`config.mk`:
```
export PLATFORM = sky130hd
export DESIGN_NAME = id_bitmap_allocator
export DESIGN_NICKNAME = d
export VERILOG_FILES = /design/src/design/idba_pkg.sv /design/src/design/idba_ram.sv /design/src/design/id_bitmap_allocator.sv
export SDC_FILE = /design/constraint.sdc
export NUM_CORES = 1
export LEC_CHECK = 0
export BUFFER_PORTS_ARGS = -buffer_cell sky130_fd_sc_hd__buf_2
export CAP_MARGIN = 10
export CORE_MARGIN = 2
export CORE_UTILIZATION = 40
export CTS_CLUSTER_DIAMETER = 80
export DETAILED_ROUTE_END_ITERATION = 12
export PLACE_DENSITY = 0.57
export SYNTH_ARGS = -nofsm -noshare
export SYNTH_HDL_FRONTEND = slang
export SYNTH_SLANG_ARGS = --single-unit
```
`constraint.sdc`:
```
create_clock -name clk -period 12.4 [get_ports clk]
set_input_delay 2.48 -clock clk [delete_from_list [all_inputs] [get_ports clk]]
set_output_delay 2.48 -clock clk [all_outputs]
set_load 0.05 [all_outputs]
```
`src/design/idba_pkg.sv`:
```
`timescale 1ns / 1ps
// Package for the identifier bitmap allocator.
// Holds command codes, field widths and the mark memory row geometry.
package idba_pkg;

  localparam int SLOT_COUNT_DEF = 128;

  localparam int KIND_W     = 3;
  localparam int SLOT_W     = 9;
  localparam int NEW_SLOT_W = 7;
  localparam int FOUND_W    = 8;

  localparam logic [KIND_W-1:0] KIND_ALLOCATE = 3'd0;
  localparam logic [KIND_W-1:0] KIND_QUERY    = 3'd1;
  localparam logic [KIND_W-1:0] KIND_SWITCH   = 3'd2;
  localparam logic [KIND_W-1:0] KIND_RELEASE  = 3'd3;
  localparam logic [KIND_W-1:0] KIND_CLEAR    = 3'd4;

  // Marks per memory row and index width within a row.
  localparam int ROW_W = 32;
  localparam int BIT_W = 5;

  // Wide enough to compare any slot against any slot count.
  localparam int CMP_W = 11;

  localparam logic [FOUND_W-1:0] FOUND_NONE = 8'hFF;

endpackage

```
`src/design/idba_ram.sv`:
```
`timescale 1ns / 1ps
// Generic simple dual-port RAM: one write port, one registered read port.
// No dependencies.
module idba_ram #(
  parameter int WIDTH = 32,
  parameter int DEPTH = 4
) (
  input  logic                                 clk,
  input  logic                                 we,
  input  logic [(DEPTH > 1 ? $clog2(DEPTH) : 1)-1:0] waddr,
  input  logic [WIDTH-1:0]                     wdata,
  input  logic [(DEPTH > 1 ? $clog2(DEPTH) : 1)-1:0] raddr,
  output logic [WIDTH-1:0]                     rdata
);

  logic [WIDTH-1:0] mem [DEPTH];

  always_ff @(posedge clk) begin
    if (we) begin
      mem[waddr] <= wdata;
    end
    rdata <= mem[raddr];
  end

endmodule

```
`src/design/id_bitmap_allocator.sv`:
```
`timescale 1ns / 1ps
// Identifier bitmap allocator: top level, command sequencer and mark memory.
// Depends on idba_pkg and idba_ram.
//
// One used mark per slot, kept in a memory of 32-mark rows with a registered read.
// A command is taken when start is high and busy is low; its single result shows
// on found_slot and is_free for exactly one cycle with done high, and the
// receiver must take it then. Clear, undefined kinds, and release or switch with
// no slot in range answer in the cycle after the command, without raising busy.
// Query and release read one row; switch reads one row, or two when old and new
// slot lie in different rows (one memory read per row touched). Allocate scans
// one row per cycle from the start row up to the last row. Clear takes effect
// at once through per-row valid bits; there is no clearing pass after reset.
module id_bitmap_allocator #(
  parameter int SLOT_COUNT = idba_pkg::SLOT_COUNT_DEF
) (
  input  logic                                  clk,
  input  logic                                  rst,
  input  logic                                  start,
  output logic                                  busy,
  input  logic [idba_pkg::KIND_W-1:0]           kind,
  input  logic signed [idba_pkg::SLOT_W-1:0]    slot,
  input  logic [idba_pkg::NEW_SLOT_W-1:0]       new_slot,
  input  logic                                  take,
  output logic                                  done,
  output logic signed [idba_pkg::FOUND_W-1:0]   found_slot,
  output logic                                  is_free
);

  import idba_pkg::*;

  localparam int ROWS      = (SLOT_COUNT + ROW_W - 1) / ROW_W;
  localparam int ROW_AW    = ROWS > 1 ? $clog2(ROWS) : 1;
  localparam int LAST_BITS = SLOT_COUNT - (ROWS - 1) * ROW_W;
  localparam logic [ROW_AW-1:0] LAST_ROW = ROW_AW'(ROWS - 1);
  localparam logic [ROW_W-1:0]  LAST_MASK = ROW_W'((64'(1) << LAST_BITS) - 64'(1));
  localparam logic [CMP_W-1:0]  SLOT_LIMIT = CMP_W'(SLOT_COUNT);

  localparam logic [2:0] ST_IDLE   = 3'd0;
  localparam logic [2:0] ST_ALLOC  = 3'd1;
  localparam logic [2:0] ST_QUERY  = 3'd2;
  localparam logic [2:0] ST_REL    = 3'd3;
  localparam logic [2:0] ST_SW_OLD = 3'd4;
  localparam logic [2:0] ST_SW_NEW = 3'd5;

  logic [2:0]          state, state_next;
  logic [ROW_AW-1:0]   cur_row, cur_row_next;
  logic [BIT_W-1:0]    bit_a, bit_a_next;
  logic [ROW_AW-1:0]   new_row, new_row_next;
  logic [BIT_W-1:0]    new_bit, new_bit_next;
  logic                take_r, take_r_next;
  logic                first, first_next;
  logic                new_ok_r, new_ok_r_next;
  logic                slot_ok_r, slot_ok_r_next;
  logic [ROWS-1:0]     row_valid, row_valid_next;
  logic                done_next;
  logic [FOUND_W-1:0]  found_next;
  logic                is_free_next;

  logic                accept;
  logic                slot_ok, new_ok;
  logic [CMP_W-1:0]    slot_ext, new_ext;
  logic [ROW_AW-1:0]   in_row, in_new_row;
  logic [BIT_W-1:0]    in_bit, in_new_bit;

  logic                ram_we;
  logic [ROW_AW-1:0]   ram_waddr, ram_raddr;
  logic [ROW_W-1:0]    ram_wdata, ram_rdata;
  logic [ROW_W-1:0]    row_data, free_bits;
  logic                hit;
  logic [BIT_W-1:0]    hit_bit;
  logic [CMP_W-1:0]    hit_idx;

  idba_ram #(
    .WIDTH(ROW_W),
    .DEPTH(ROWS)
  ) u_marks (
    .clk  (clk),
    .we   (ram_we),
    .waddr(ram_waddr),
    .wdata(ram_wdata),
    .raddr(ram_raddr),
    .rdata(ram_rdata)
  );

  assign busy   = (state != ST_IDLE);
  assign accept = start && !busy;

  assign slot_ext   = {3'b000, slot[7:0]};
  assign new_ext    = {4'b0000, new_slot};
  assign slot_ok    = !slot[SLOT_W-1] && (slot_ext < SLOT_LIMIT);
  assign new_ok     = (new_ext < SLOT_LIMIT);
  assign in_row     = ROW_AW'(slot_ext >> BIT_W);
  assign in_bit     = slot[BIT_W-1:0];
  assign in_new_row = ROW_AW'(new_ext >> BIT_W);
  assign in_new_bit = new_slot[BIT_W-1:0];

  assign row_data  = row_valid[cur_row] ? ram_rdata : '0;
  assign free_bits = ~row_data
                   & (first ? ({ROW_W{1'b1}} << bit_a) : {ROW_W{1'b1}})
                   & ((cur_row == LAST_ROW) ? LAST_MASK : {ROW_W{1'b1}});
  assign hit       = |free_bits;
  assign hit_idx   = (CMP_W'(cur_row) << BIT_W) | CMP_W'(hit_bit);

  always_comb begin
    hit_bit = '0;
    for (int k = ROW_W - 1; k >= 0; k--) begin
      if (free_bits[k]) begin
        hit_bit = BIT_W'(k);
      end
    end
  end

  always_comb begin
    state_next     = state;
    cur_row_next   = cur_row;
    bit_a_next     = bit_a;
    new_row_next   = new_row;
    new_bit_next   = new_bit;
    take_r_next    = take_r;
    first_next     = first;
    new_ok_r_next  = new_ok_r;
    slot_ok_r_next = slot_ok_r;
    row_valid_next = row_valid;
    done_next      = 1'b0;
    found_next     = found_slot;
    is_free_next   = is_free;
    ram_we         = 1'b0;
    ram_waddr      = cur_row;
    ram_wdata      = row_data;
    ram_raddr      = cur_row;

    unique case (state)
      ST_IDLE: begin
        if (accept) begin
          found_next   = '0;
          is_free_next = 1'b0;
          unique case (kind)
            KIND_ALLOCATE: begin
              cur_row_next = slot_ok ? in_row : '0;
              bit_a_next   = slot_ok ? in_bit : '0;
              take_r_next  = take;
              first_next   = 1'b1;
              ram_raddr    = cur_row_next;
              state_next   = ST_ALLOC;
            end
            KIND_QUERY: begin
              cur_row_next   = slot_ok ? in_row : '0;
              bit_a_next     = in_bit;
              slot_ok_r_next = slot_ok;
              ram_raddr      = cur_row_next;
              state_next     = ST_QUERY;
            end
            KIND_SWITCH: begin
              new_row_next  = in_new_row;
              new_bit_next  = in_new_bit;
              new_ok_r_next = new_ok;
              if (slot_ok) begin
                cur_row_next = in_row;
                bit_a_next   = in_bit;
                ram_raddr    = in_row;
                state_next   = ST_SW_OLD;
              end else if (new_ok) begin
                cur_row_next = in_new_row;
                ram_raddr    = in_new_row;
                state_next   = ST_SW_NEW;
              end else begin
                done_next = 1'b1;
              end
            end
            KIND_RELEASE: begin
              if (slot_ok) begin
                cur_row_next = in_row;
                bit_a_next   = in_bit;
                ram_raddr    = in_row;
                state_next   = ST_REL;
              end else begin
                done_next = 1'b1;
              end
            end
            KIND_CLEAR: begin
              row_valid_next = '0;
              done_next      = 1'b1;
            end
            default: begin
              done_next = 1'b1;
            end
          endcase
        end
      end
      ST_ALLOC: begin
        if (hit) begin
          ram_we     = 1'b1;
          ram_wdata  = row_data;
          ram_wdata[hit_bit] = take_r;
          row_valid_next[cur_row] = 1'b1;
          found_next = FOUND_W'(hit_idx);
          done_next  = 1'b1;
          state_next = ST_IDLE;
        end else if (cur_row == LAST_ROW) begin
          found_next = FOUND_NONE;
          done_next  = 1'b1;
          state_next = ST_IDLE;
        end else begin
          cur_row_next = cur_row + 1'b1;
          first_next   = 1'b0;
          ram_raddr    = cur_row_next;
        end
      end
      ST_QUERY: begin
        is_free_next = slot_ok_r && !row_data[bit_a];
        done_next    = 1'b1;
        state_next   = ST_IDLE;
      end
      ST_REL: begin
        ram_we     = 1'b1;
        ram_wdata  = row_data & ~(ROW_W'(1) << bit_a);
        row_valid_next[cur_row] = 1'b1;
        done_next  = 1'b1;
        state_next = ST_IDLE;
      end
      ST_SW_OLD: begin
        ram_we    = 1'b1;
        ram_wdata = row_data & ~(ROW_W'(1) << bit_a);
        if (new_ok_r && (new_row == cur_row)) begin
          ram_wdata = ram_wdata | (ROW_W'(1) << new_bit);
        end
        row_valid_next[cur_row] = 1'b1;
        if (new_ok_r && (new_row != cur_row)) begin
          cur_row_next = new_row;
          ram_raddr    = new_row;
          state_next   = ST_SW_NEW;
        end else begin
          done_next  = 1'b1;
          state_next = ST_IDLE;
        end
      end
      ST_SW_NEW: begin
        ram_we     = 1'b1;
        ram_wdata  = row_data | (ROW_W'(1) << new_bit);
        row_valid_next[cur_row] = 1'b1;
        done_next  = 1'b1;
        state_next = ST_IDLE;
      end
      default: begin
        state_next = ST_IDLE;
      end
    endcase
  end

  always_ff @(posedge clk) begin
    if (rst) begin
      state     <= ST_IDLE;
      row_valid <= '0;
      done      <= 1'b0;
    end else begin
      state     <= state_next;
      row_valid <= row_valid_next;
      done      <= done_next;
    end
    cur_row    <= cur_row_next;
    bit_a      <= bit_a_next;
    new_row    <= new_row_next;
    new_bit    <= new_bit_next;
    take_r     <= take_r_next;
    first      <= first_next;
    new_ok_r   <= new_ok_r_next;
    slot_ok_r  <= slot_ok_r_next;
    found_slot <= found_next;
    is_free    <= is_free_next;
  end

  a_done_idle: assert property (@(posedge clk) disable iff (rst)
    done |-> !busy)
    else $error("result strobe while sequencer busy");

  a_write_state: assert property (@(posedge clk) disable iff (rst)
    ram_we |-> (state == ST_ALLOC || state == ST_REL ||
                state == ST_SW_OLD || state == ST_SW_NEW))
    else $error("mark write outside a modify step");

  a_write_row: assert property (@(posedge clk) disable iff (rst)
    ram_we |-> (ram_waddr <= LAST_ROW))
    else $error("mark write beyond last row");

  a_one_field: assert property (@(posedge clk) disable iff (rst)
    (done && is_free) |-> (found_slot == '0))
    else $error("query answer with nonzero slot");

  a_clear_fast: assert property (@(posedge clk) disable iff (rst)
    (accept && kind == KIND_CLEAR) |=> (done && row_valid == '0))
    else $error("clear did not complete in one cycle");

endmodule
```
==> results.py <==
metrics = {
    "outcome": {
        "status": "completed",
    },
    "drt": {
        "wirelength_um": 33500,
        "drt_pre_antenna_iters": 7,
        "via_count": 8903,
        "routed_via_density": 6.37,
        "routedWlPerCell_um": 24.0,
        "first_iter_violations": 1176,
        "final_antenna_net_count": 0,
        "drc": 0,
    },
    "clock_network": {
        "post-cts-setup-buffer-count": 0,
        "cts_buffer_depth": 2,
        "clockRootBuffer": "clkbuf_16",
        "htreeDepth": 4,
        "tritoncts": "built",
        "cts.sinks": 194,
        "cts_buffers": 17,
        "post_cts_resized": 0,
        "clk_pin_slew_ns": 0.07,
        "clk_latency_ns": 0.45,
        "ctsHoldBuffers": 0,
    },
    "global_route": {
        "gr-usage-all-layers": 0.240,
        "grt_first_pass_wirelength_um": 50800,
        "grt_pass1_vias": 8299,
        "antenna_found_initial": 1,
        "grt-ovfl-total": 0,
        "grt_max_degree": 66,
    },
    "critical_path": {
        "critPathArrivalTime_ns": 5.41,
        "critPathMaxFanout": 65,
        "reg2reg_slack_ns": 7.30,
        "cp-end-kind": "register",
        "r2r_end": "u_marks.rdata[13]$_DFF_P_",
        "crit_slowest_cell": "edfxtp_1",
        "ff2ff_path_depth": 10,
        "cp_slowest_stage_delay_ns": 1.09,
        "startpoint_type": "register",
        "critical_path.cell_chain": "and2_1, nand4_2, a21oi_2, nand3_2, nand3b_4, or3_1, a311oi_4, buf_4, mux2i_1, mux2i_1",
        "r2r-start": "bit_a[0]$_DFFE_PP_",
        "worst_path_most_repeated_cell": "mux2i_1",
        "worstSetupPathType": "reg -> reg",
        "crit_required_ns": 12.71,
    },
    "cells_and_area": {
        "finalNetCount": 1066,
        "layout-drive-gt1-share": 0.117,
        "area_growth_pct": 9.54,
        "final_area_um2": 11800,
        "fillers": 2554,
    },
    "logic_synthesis": {
        "yosys_warnings": 0,
        "syn_area_um2": 10800,
        "synth.distinct_cells": 82,
        "synth_seq_cells": 194,
        "syn_nets": 1068,
        "avgSynthCellArea_um2": 10.3,
        "synth.area.top_cells": "edfxtp_1 (42%), mux2i_1 (8.9%), dfxtp_1 (7.8%)",
        "synth_top_flop_cell": "edfxtp_1",
        "synth_cells": 1045,
        "async_reset_ff_frac": 0,
        "synth-edff-count": 152,
        "ys_seq_area_frac": 0.500,
        "synth_top_cell_by_area": "edfxtp_1",
        "synth_top_area_share": 0.423,
    },
    "min_path": {
        "hold_start": "row_valid[2]$_SDFFE_PP0P_",
        "hold-path-endpoint": "row_valid[2]$_SDFFE_PP0P_",
        "hold_path_depth": 1,
        "hold_path.class": "reg -> reg",
    },
    "place": {
        "dpl_cell_area_um2": 11200,
        "finalWeightedCongestion": 0.995,
        "io_buffers": 33,
        "hpwl_um": 22200,
    },
    "sta": {
        "setup_viol": 0,
        "final_hold_viol_count": 0,
        "tns_ns": 0,
        "fin_skew_ns": 0.0120,
        "period_share": 0.411,
        "timing.final.crit_period_ns": 5.10,
        "max_clock_freq_mhz": 196,
        "rsz0062_at_grt": "false",
        "hold_ws_ns": 0.463,
        "slew_violations": 0,
        "tightest_slew_ns": 1.15,
        "slew_headroom": 0.235,
    },
    "power": {
        "power.internal_mw": 1.17,
        "clockPowerShare": 0.348,
        "combPwrFrac": 0.174,
        "power.switching_mw": 0.481,
        "peakVddDrop_mv": 0.141,
        "power_mw": 1.65,
        "p_leak_nw": 4.09,
        "pwr_density_cell_nw_per_um2": 140,
        "swShare": 0.291,
        "seq_power_share": 0.478,
    },
    "die": {
        "die_h_um": 168,
        "std_cell_rows": 60,
        "start_util": 0.404,
        "io_pins": 34,
        "core-area_um2": 26700,
        "die_w_um": 168,
        "dieArea_um2": 28300,
    },
    "run": {
        "maxCapViolCount": 0,
    },
}
## flip-flops by register name, summed over array words and instances, names as in the netlist, 3 cells and up
register and count:
u_marks.rdata 32, found_slot 8, u_marks.mem 128, state 3
row_valid 4, bit_a 5, new_bit 5
## cells in the mapped netlist (16+ instances only)
| cell type | n |
|---|---|
| a21oi_1 | 94 |
| mux2i_1 | 96 |
| buf_2 | 16 |
| and2_1 | 17 |
| nand3_1 | 20 |
| dfxtp_1 | 42 |
| a31oi_1 | 25 |
| nand2_1 | 101 |
| nor2_1 | 83 |
| nor3_1 | 18 |
| o21ai_0 | 69 |
| a221oi_1 | 16 |
| a211oi_1 | 19 |
| edfxtp_1 | 152 |
| clkbuf_1 | 44 |
| inv_1 | 18 |
## how the worst max path moves through the flow
stage | startpoint | end | slack [ns] | cells after the start
CTS | kind[2] | u_marks.rdata[1]$_DFF_P_ | 7.41 | 11
finish | bit_a[0]$_DFFE_PP_ | u_marks.rdata[13]$_DFF_P_ | 7.30 | 10
global route | kind[2] | u_marks.rdata[10]$_DFF_P_ | 7.02 | 11
global placement | kind[2] | u_marks.rdata[14]$_DFF_P_ | 7.02 | 11
floorplan | cur_row[0]$_DFF_P_ | u_marks.mem[0][0]$_DFFE_PP_ | 4.82 | 10
detailed placement | kind[2] | u_marks.rdata[5]$_DFF_P_ | 6.94 | 11
## power by group through the flow
stage | sequential (mW) | combinational (mW) | clock, mW
2_1_floorplan | 0.799 | 0.195 | 0
3_3_place_gp | 0.802 | 0.279 | 0
3_5_place_dp | 0.802 | 0.282 | 0
4_1_cts | 0.788 | 0.283 | 0.589
5_1_grt | 0.793 | 0.311 | 0.615
6_report | 0.790 | 0.288 | 0.575
## layout make-up
type	count	area (um^2)	area share
antenna	1	2.50	0.000211
inverter	20	75.1	0.00634
sequential	194	5410	0.457
timing repair buffer	54	323	0.0273
clock buffer	18	429	0.0363
clock inverter	14	191	0.0162
tap	341	427	0.0361
multi-input combinational	756	4980	0.421
## worst max-delay path, delay by kind of cell (launching register included)
| kind | cells | cell delay (ns) |
|---|---|---|
| simple gates | 5 | 1.97 |
| flops | 1 | 1.09 |
| buf+inv | 1 | 0.90 |
| compound gates | 2 | 0.56 |
| mux | 2 | 0.38 |
## cell families after synthesis
| group | Yosys count | synth area share |
|---|---|---|
| AOI/OAI and AO/OA | 334 | 0.201 |
| xor gates and xnor gates | 2 | 0.00162 |
| muxes | 106 | 0.110 |
| buffers and inverters | 95 | 0.0459 |
| DFF | 194 | 0.500 |
| and+or+nand+nor | 314 | 0.142 |
## per-layer routing
layer,vias to the layer above,part of all wire,GRT usage
li1,3993,-,-
met1,4267,0.42,0.329
met2,539,0.44,0.360
met3,104,0.10,0.0599
met4,0,0.041,0.104
met5,-,0,0
## metrics by stage
step,instances,setup slack [ns],utilization
floorplan,1045,4.82,-
finish,1398,7.30,0.443
detailed placement,1365,6.94,0.419
CTS,1397,7.41,0.443
global route,1397,7.02,0.443
global placement,1365,7.02,0.419
## cells in the final DEF (no fill, tap or decap), types with 4 or more instances in the layout
master     count
edfxtp_1     152
nor3b_1        8
and2_1        17
o221ai_1       4
clkbuf_16     17
inv_6          4
o211ai_1      12
buf_4         21
o21ai_0       69
dfxtp_1       42
a211oi_1      16
nand3_1       20
a21o_1        12
nor3_1        17
mux2i_1       96
a22o_1         4
o22ai_1        5
nand2_1      101
a22oi_1        7
o21ai_1        4
o31ai_1        4
a32oi_1        5
o21a_1        11
nand2b_1       7
inv_1         18
o31a_1         4
buf_2         33
nor2b_1        9
or3_1          9
mux4_2        10
a221oi_1      16
nor4_1         4
and3_1         9
a31oi_1       25
a21oi_1       93
nor2_1        83
o2111ai_1      4
Power figures use the tool's default switching activity.
